===== config.mk =====
export PLATFORM = sky130hd
export DESIGN_NAME = printer_gb_multibyte_decoder
export DESIGN_NICKNAME = d
export VERILOG_FILES = /design/src/rtl/core/gbd_pkg.sv /design/src/rtl/core/gbd_decode.sv /design/src/rtl/core/gbd_emit.sv /design/src/rtl/core/printer_gb_multibyte_decoder.sv
export SDC_FILE = /design/constraint.sdc
export NUM_CORES = 1
export LEC_CHECK = 0
export ABC_AREA = 1
export ABC_CLOCK_PERIOD_IN_PS = 1900
export BUFFER_PORTS_ARGS = -buffer_cell sky130_fd_sc_hd__buf_2
export CORE_MARGIN = 8
export CORE_UTILIZATION = 50
export DETAILED_ROUTE_END_ITERATION = 8
export PLACE_DENSITY = 0.73
export SETUP_SLACK_MARGIN = 0.1
export SYNTH_ARGS = -nofsm -noshare
export SYNTH_HDL_FRONTEND = slang
export SYNTH_SLANG_ARGS = --single-unit

===== constraint.sdc =====
create_clock -name clk -period 1.9 [get_ports clk]
set_input_delay 0.19 -clock clk [delete_from_list [all_inputs] [get_ports clk]]
set_output_delay 0.19 -clock clk [all_outputs]
set_load 0.01 [all_outputs]

===== src/rtl/core/gbd_pkg.sv =====
package gbd_pkg;

  localparam int unsigned ByteW  = 8;
  localparam int unsigned KindW  = 3;
  localparam int unsigned CodeW  = 32;
  localparam int unsigned CountW = 3;
  localparam int unsigned ModeW  = 2;
  localparam int unsigned PhaseW = 2;

  localparam logic [KindW-1:0] KIND_LINE    = 3'd0;
  localparam logic [KindW-1:0] KIND_SINGLE  = 3'd1;
  localparam logic [KindW-1:0] KIND_GB2312  = 3'd2;
  localparam logic [KindW-1:0] KIND_GB13000 = 3'd3;
  localparam logic [KindW-1:0] KIND_GB18030 = 3'd4;

  localparam logic [ModeW-1:0] MODE_SBCS    = 2'd0;
  localparam logic [ModeW-1:0] MODE_GB2312  = 2'd1;
  localparam logic [ModeW-1:0] MODE_GBK     = 2'd2;
  localparam logic [ModeW-1:0] MODE_GB18030 = 2'd3;

  localparam logic [PhaseW-1:0] PH_LEAD   = 2'd0;
  localparam logic [PhaseW-1:0] PH_FIRST  = 2'd1;
  localparam logic [PhaseW-1:0] PH_SECOND = 2'd2;
  localparam logic [PhaseW-1:0] PH_THIRD  = 2'd3;

  localparam logic [ByteW-1:0] BYTE_LF    = 8'h0a;
  localparam logic [ByteW-1:0] BYTE_SPACE = 8'h20;
  localparam logic [ByteW-1:0] BYTE_DEL   = 8'h7f;
  localparam logic [ByteW-1:0] BYTE_QMARK = 8'h3f;
  localparam logic [ByteW-1:0] GB_LO      = 8'ha1;
  localparam logic [ByteW-1:0] GB_HI      = 8'hfe;
  localparam logic [ByteW-1:0] GBK_LEAD   = 8'h81;
  localparam logic [ByteW-1:0] GBK_TRAIL  = 8'h40;
  localparam logic [ByteW-1:0] DIGIT_LO   = 8'h30;
  localparam logic [ByteW-1:0] DIGIT_HI   = 8'h39;

  localparam logic [CountW-1:0] CNT_NONE = 3'd0;
  localparam logic [CountW-1:0] CNT_ONE  = 3'd1;
  localparam logic [CountW-1:0] CNT_PAIR = 3'd2;
  localparam logic [CountW-1:0] CNT_QUAD = 3'd4;

  typedef struct packed {
    logic [CountW-1:0] count;
    logic [KindW-1:0]  kind;
    logic [CodeW-1:0]  code;
  } gbd_result_t;

endpackage


===== src/rtl/core/gbd_decode.sv =====
module gbd_decode (
  input  logic                            clk,
  input  logic                            rst,
  input  logic                            in_valid,
  input  logic [gbd_pkg::ByteW-1:0]       in_byte,
  output logic                            in_ready,
  input  logic                            cfg_valid,
  input  logic [gbd_pkg::ModeW-1:0]       cfg_data,
  input  logic                            out_free,
  output logic                            res_load,
  output gbd_pkg::gbd_result_t            res
);
  import gbd_pkg::*;

  logic              byte_valid;
  logic [ByteW-1:0]  byte_reg;
  logic [ModeW-1:0]  mode;
  logic [PhaseW-1:0] phase;
  logic [PhaseW-1:0] phase_next;
  logic [ByteW-1:0]  held [3];
  logic [2:0]        held_we;
  logic              advance;
  logic [ByteW-1:0]  b;

  assign b        = byte_reg;
  assign advance  = byte_valid && out_free;
  assign in_ready = !byte_valid || advance;
  assign res_load = advance;

  always_comb begin
    phase_next = phase;
    held_we    = 3'b000;
    res.count  = CNT_NONE;
    res.kind   = KIND_SINGLE;
    res.code   = {{(CodeW-ByteW){1'b0}}, b};
    unique case (phase)
      PH_LEAD: begin
        if (b == BYTE_LF) begin
          res.count = CNT_ONE;
          res.kind  = KIND_LINE;
          res.code  = '0;
        end else if (b < BYTE_SPACE) begin
          res.count = CNT_NONE;
        end else if (mode == MODE_SBCS || b <= BYTE_DEL) begin
          res.count = CNT_ONE;
        end else if (mode == MODE_GB2312) begin
          if (b >= GB_LO && b <= GB_HI) begin
            held_we[0] = 1'b1;
            phase_next = PH_FIRST;
          end
        end else if (b >= GBK_LEAD && b <= GB_HI) begin
          held_we[0] = 1'b1;
          phase_next = PH_FIRST;
        end
      end
      PH_FIRST: begin
        phase_next = PH_LEAD;
        if (mode == MODE_GB2312) begin
          if (b >= GB_LO && b <= GB_HI) begin
            res.count = CNT_ONE;
            res.kind  = KIND_GB2312;
            res.code  = {{(CodeW-2*ByteW){1'b0}}, held[0], b};
          end else begin
            res.count = CNT_PAIR;
            res.code  = {{(CodeW-ByteW){1'b0}}, BYTE_QMARK};
          end
        end else if (mode == MODE_GB18030 && b >= DIGIT_LO && b <= DIGIT_HI) begin
          held_we[1] = 1'b1;
          phase_next = PH_SECOND;
        end else if ((mode == MODE_GBK || mode == MODE_GB18030) && b >= GBK_TRAIL &&
                     b <= GB_HI && b != BYTE_DEL) begin
          res.count = CNT_ONE;
          res.kind  = KIND_GB13000;
          res.code  = {{(CodeW-2*ByteW){1'b0}}, held[0], b};
        end else begin
          res.count = CNT_PAIR;
          res.code  = {{(CodeW-ByteW){1'b0}}, BYTE_QMARK};
        end
      end
      PH_SECOND: begin
        held_we[2] = 1'b1;
        phase_next = PH_THIRD;
      end
      PH_THIRD: begin
        phase_next = PH_LEAD;
        if (held[2] >= GBK_LEAD && held[2] <= GB_HI && b >= DIGIT_LO && b <= DIGIT_HI) begin
          res.count = CNT_ONE;
          res.kind  = KIND_GB18030;
          res.code  = {held[0], held[1], held[2], b};
        end else begin
          res.count = CNT_QUAD;
          res.code  = {{(CodeW-ByteW){1'b0}}, BYTE_QMARK};
        end
      end
      default: begin
        phase_next = PH_LEAD;
      end
    endcase
  end

  always_ff @(posedge clk) begin
    if (rst) begin
      byte_valid <= 1'b0;
      mode       <= MODE_SBCS;
      phase      <= PH_LEAD;
    end else begin
      if (in_valid && in_ready) begin
        byte_valid <= 1'b1;
      end else if (advance) begin
        byte_valid <= 1'b0;
      end
      if (cfg_valid) begin
        mode  <= cfg_data;
        phase <= PH_LEAD;
      end else if (advance) begin
        phase <= phase_next;
      end
    end
  end

  always_ff @(posedge clk) begin
    if (in_valid && in_ready) begin
      byte_reg <= in_byte;
    end
    for (int i = 0; i < 3; i++) begin
      if (advance && held_we[i]) begin
        held[i] <= b;
      end
    end
  end

endmodule


===== src/rtl/core/gbd_emit.sv =====
module gbd_emit (
  input  logic                        clk,
  input  logic                        rst,
  input  logic                        res_load,
  input  gbd_pkg::gbd_result_t        res,
  output logic                        out_free,
  output logic                        out_valid,
  input  logic                        out_ready,
  output logic [gbd_pkg::KindW-1:0]   out_kind,
  output logic [gbd_pkg::CodeW-1:0]   out_code,
  output logic                        out_last
);
  import gbd_pkg::*;

  logic [CountW-1:0] cnt;
  logic [CountW-1:0] cnt_next;
  logic [KindW-1:0]  kind;
  logic [CodeW-1:0]  code;
  logic              fire;

  assign fire      = out_valid && out_ready;
  assign out_valid = (cnt != CNT_NONE);
  assign out_last  = (cnt == CNT_ONE);
  assign out_free  = !out_valid || (out_last && out_ready);
  assign out_kind  = kind;
  assign out_code  = code;

  always_comb begin
    cnt_next = cnt;
    if (res_load) begin
      cnt_next = res.count;
    end else if (fire) begin
      cnt_next = cnt - CNT_ONE;
    end
  end

  always_ff @(posedge clk) begin
    if (rst) begin
      cnt <= CNT_NONE;
    end else begin
      cnt <= cnt_next;
    end
  end

  always_ff @(posedge clk) begin
    if (res_load) begin
      kind <= res.kind;
      code <= res.code;
    end
  end

endmodule


===== src/rtl/core/printer_gb_multibyte_decoder.sv =====
// Printer byte-stream decoder: host bytes in, glyph requests out.
// Input stream s_axis: one raw host byte per transaction in s_axis_tdata.
// Output stream m_axis: one glyph request per transaction; m_axis_tuser carries
// the kind (line, single byte, GB2312, GB13000, GB18030), m_axis_tdata the
// glyph code, and m_axis_tlast marks the last request caused by one byte.
// Configuration: a cfg_valid/cfg_ready transaction writes the encoding mode and
// drops any partial multibyte sequence; write it only while the block is idle.
// Each byte is held in the input register, its requests in the output register.
// Throughput: one byte per cycle, m_axis ready, at most one request per byte.
// An invalid multibyte sequence gives two or four '?' requests, one per
// cycle with m_axis ready; the input register holds the next byte meanwhile.
// Reset (rst, synchronous) empties both registers, sets single-byte mode and
// waits for a lead byte. When the receiver stalls, the current request holds
// on m_axis, at most one more byte is taken into the input register, then
// s_axis_tready drops.
module printer_gb_multibyte_decoder (
  input  logic                            clk,
  input  logic                            rst,
  input  logic                            s_axis_tvalid,
  output logic                            s_axis_tready,
  input  logic [7:0]                      s_axis_tdata,  // [7:0] data_byte
  output logic                            m_axis_tvalid,
  input  logic                            m_axis_tready,
  output logic [gbd_pkg::CodeW-1:0]       m_axis_tdata,  // [31:0] glyph_code
  output logic [gbd_pkg::KindW-1:0]       m_axis_tuser,  // [2:0] out_kind
  output logic                            m_axis_tlast,
  input  logic                            cfg_valid,
  output logic                            cfg_ready,
  input  logic [gbd_pkg::ModeW-1:0]       cfg_data
);
  import gbd_pkg::*;

  logic        out_free;
  logic        res_load;
  gbd_result_t res;

  assign cfg_ready = 1'b1;

  gbd_decode u_decode (
    .clk       (clk),
    .rst       (rst),
    .in_valid  (s_axis_tvalid),
    .in_byte   (s_axis_tdata),
    .in_ready  (s_axis_tready),
    .cfg_valid (cfg_valid),
    .cfg_data  (cfg_data),
    .out_free  (out_free),
    .res_load  (res_load),
    .res       (res)
  );

  gbd_emit u_emit (
    .clk       (clk),
    .rst       (rst),
    .res_load  (res_load),
    .res       (res),
    .out_free  (out_free),
    .out_valid (m_axis_tvalid),
    .out_ready (m_axis_tready),
    .out_kind  (m_axis_tuser),
    .out_code  (m_axis_tdata),
    .out_last  (m_axis_tlast)
  );

endmodule

==> results.md <==
* Status: finished clean
* GPL Wtd Cong at 0.867
* Post-synth EDFFs at 67
* PwrDens at 1030 nW/µm²
* Worst R2R Setup Slack at 0.10 ns
* Number of diodes at 0
* Highest metal used: met4
* Post-synthesis sequential area ratio at 67.8%
* Clock tree root driver cell: clkbuf_8
* Setup skew after layout at 0.00669 ns
* CP required at 1.96 ns
* Crit Path Class: reg2reg
* Worst-margin pin slew at 0.550 ns
* Synth Cell Area at 3200 µm²
* Final setup viols at 0
* CP Capture Type: register
* RSZ-0062 raised after global routing: yes
* Slew Viols, Final at 0
* Reg-to-Reg End: u_decode.held[0][1]
* DR WL/cell at 14.8 µm
* Tmin final at 1.80 ns
* Largest net degree at the start of global routing at 34
* Fin Setup TNS at 0 ns
* Share of layout cells above drive strength 1 at 42.8%
* Flip-flop and latch area at 2170 µm²
* Initial antenna violation count at 0
* Worst Hold Class: in2reg
* Iteration-0 DRC Markers at 124
* First-pass GRT wire length at 10,200 µm
* Placed cells at 419
* Top post-synthesis cells by area: edfxtp_1 (63%), inv_1 (6.0%), nand2_1 (5.3%)
* Leak at 1.79 nW
* Worst VDD drop at 0.664 mV
* Area leader, netlist: edfxtp_1
* Mux cell area share after synthesis at 0%
* Post-synth top flop: edfxtp_1
* CP arrival at 1.86 ns
* Simple-Gate Fraction of Synth Area at 16.1%
* Area of the multi-input gates at 897 µm²
* Ports at 54
* Ys async rst share at 0%
* Synth Instances at 283
* Count leader, synth: edfxtp_1
* Adder-cell share of the synthesized area at 1.17%
* CTS H-tree lvls at 3
* Yosys cell types at 28
* Initial core utilization at 51.0%
* Syn-to-layout area delta at 30.7%
* CTS Buffer Depth at 2
* Worst R2R Start: u_decode.b[0]
* Met3 wire length at 499 µm
* Final Hold Fails at 0
* Antenna-violating nets left at 0
* Num CTS Buffers at 9
* Met1 WL at 2820 µm
* Post-Layout Cell Count at 465
* CP startpoint kind: register
* DRC errors left at 0
* # port buffers at 52
* Post-synth top area share at 62.8%
* Final hold slack at 0.0169 ns
* Synth Area in Compound Gates at 6.88%
* Die area at 9220 µm²
* Syn_nets at 301
* Crit path from: u_decode.b[0]
* Die span in x at 96.0 µm
* Syn Area/Cell at 11.3 µm²
* Gr usage total at 14.9%
* Final wirelength at 6890 µm
* Fmax achieved at 0.557 GHz
* Core area at 6280 µm²
* Slew headroom at 63.0%
* Largest family of logic cells by synthesized area: simple AND/OR/NAND/NOR gates
* Worst-path maximum fanout at 8
* Routed wl met2 at 3270 µm
* Max Cap Viol at 0
* Reg2reg path depth at 11
* GRT overflow at 0
* Synth warn at 0
* Via count at 2,283
* DP HPWL at 4630 µm
* Die Ht at 96.0 µm
* Fin nets at 401
* Synth top cells by count: edfxtp_1 (67), inv_1 (51), nand2_1 (45), nor2_1 (31), a21oi_1 (14)
* #FFs+latches synth at 75
* Vias in the first global route at 2,230
* Hold Crit Start: s_axis_tdata[0]
* Final period util at 94.5%
* CP endpoint: u_decode.held[0][1]
* Worst-path clk slew at 0.08 ns
* Vias per cell at 4.91
* CTS tree: done
* Worst-skew pair later-pin latency at 0.35 ns
* XOR/XNOR share of the synthesized area at 0.274%
* Initial DRT Pass Iterations at 4
* Placement Rows at 29
* Fillers at 474
* Clock sink count at 75
## worst max-delay path, cell delays in order, from the launching register on
cell	delay [ns]
edfxtp_1	0.49
buf_4	0.19
nand2_1	0.06
inv_1	0.05
nand4_1	0.08
nand2_1	0.08
nand2_2	0.09
nand2_2	0.07
inv_2	0.05
nand3_2	0.06
nor2_2	0.13
buf_6	0.15
## area by class of cell
type                            instances  share of cell area (%)
Tap cell                               77                    2.30
Timing Repair Buffer                   92                    14.7
Clock buffer                           10                    3.05
Sequential cell                        75                    52.0
Inverter                               54                    4.93
Clock inverter                          6                    1.56
Multi-Input combinational cell        151                    21.4
## through the flow
| step | setup slack [ns] | util (%) | total power, mW | cell area [µm²] |
|---|---|---|---|---|
| 2_1_floorplan | 0.104 | - | 2.73 | 3260 |
| 3_3_place_gp | 0.0948 | 58.7 | 3.03 | 3680 |
| 5_1_grt | -0.0774 | 66.7 | 4.53 | 4180 |
| 6_report | 0.104 | 66.7 | 4.33 | 4180 |
| 3_5_place_dp | 0.0445 | 58.7 | 3.06 | 3680 |
| 4_1_cts | 0.0921 | 62.9 | 4.28 | 3950 |
## layer usage
layer | track usage [%] | vias up
li1 | - | 1135
met5 | 0 | -
met1 | 16.9 | 1036
met3 | 5.15 | 24
met4 | 11.7 | 0
met2 | 22.8 | 88
## registers in the layout, indices dropped and copies added (netlist names), named ones only
signal and count:
u_decode.held 24, u_decode.phase 1, u_emit.cnt 3, u_emit.out_code 32, u_decode.b 8, u_decode.byte_valid 1
u_decode.mode 2, u_emit.out_kind 3
## what timing repair did
item / in CTS / in global routing
endpoints found under the setup margin: 16 / 39
cloned: 0 / 1
endpoints found under the hold margin: 3 / 0
hold buffers: 3 / 0
setup buffers: 5 / 21
pin swaps: 0 / 10
gates resized for setup: 1 / 21
## worst min-delay path by stage
| stage | to | depth (start not counted) |
|---|---|---|
| floorplan | u_emit.cnt[1] | 1 |
| global placement | u_decode.b[2] | 1 |
| detailed placement | u_decode.b[2] | 1 |
| CTS | u_decode.b[0] | 1 |
| global route | u_decode.b[5] | 1 |
| finish | u_decode.b[0] | 1 |
## layout by cell type, fill, tap and decap left out, drive strengths merged, types with 5 or more instances in the layout
cell	count
o22ai	7
a21oi	15
nand4	5
edfxtp	67
buf	89
o21ai	10
nand3	11
nor2	43
dfxtp	8
clkbuf	10
nand2	50
inv	54
## kinds of logic (layout without fill, tap and decap cells)
family / count (synthesis) / count (layout)
XOR/XNOR: 1 / 1
flip-flops: 75 / 75
adder cells (fa/ha/maj): 3 / 3
other: 1 / 1
AND/OR/NAND/NOR: 111 / 112
buffers and inverters: 58 / 162
AO/OA/AOI/OAI: 34 / 34
## power by group
part	internal, mW	switching, mW
Combinational	0.388	0.588
Sequential	2.05	0.0912
Clock	0.609	0.598
Total	3.05	1.28
(Power assumes the default switching activity.)
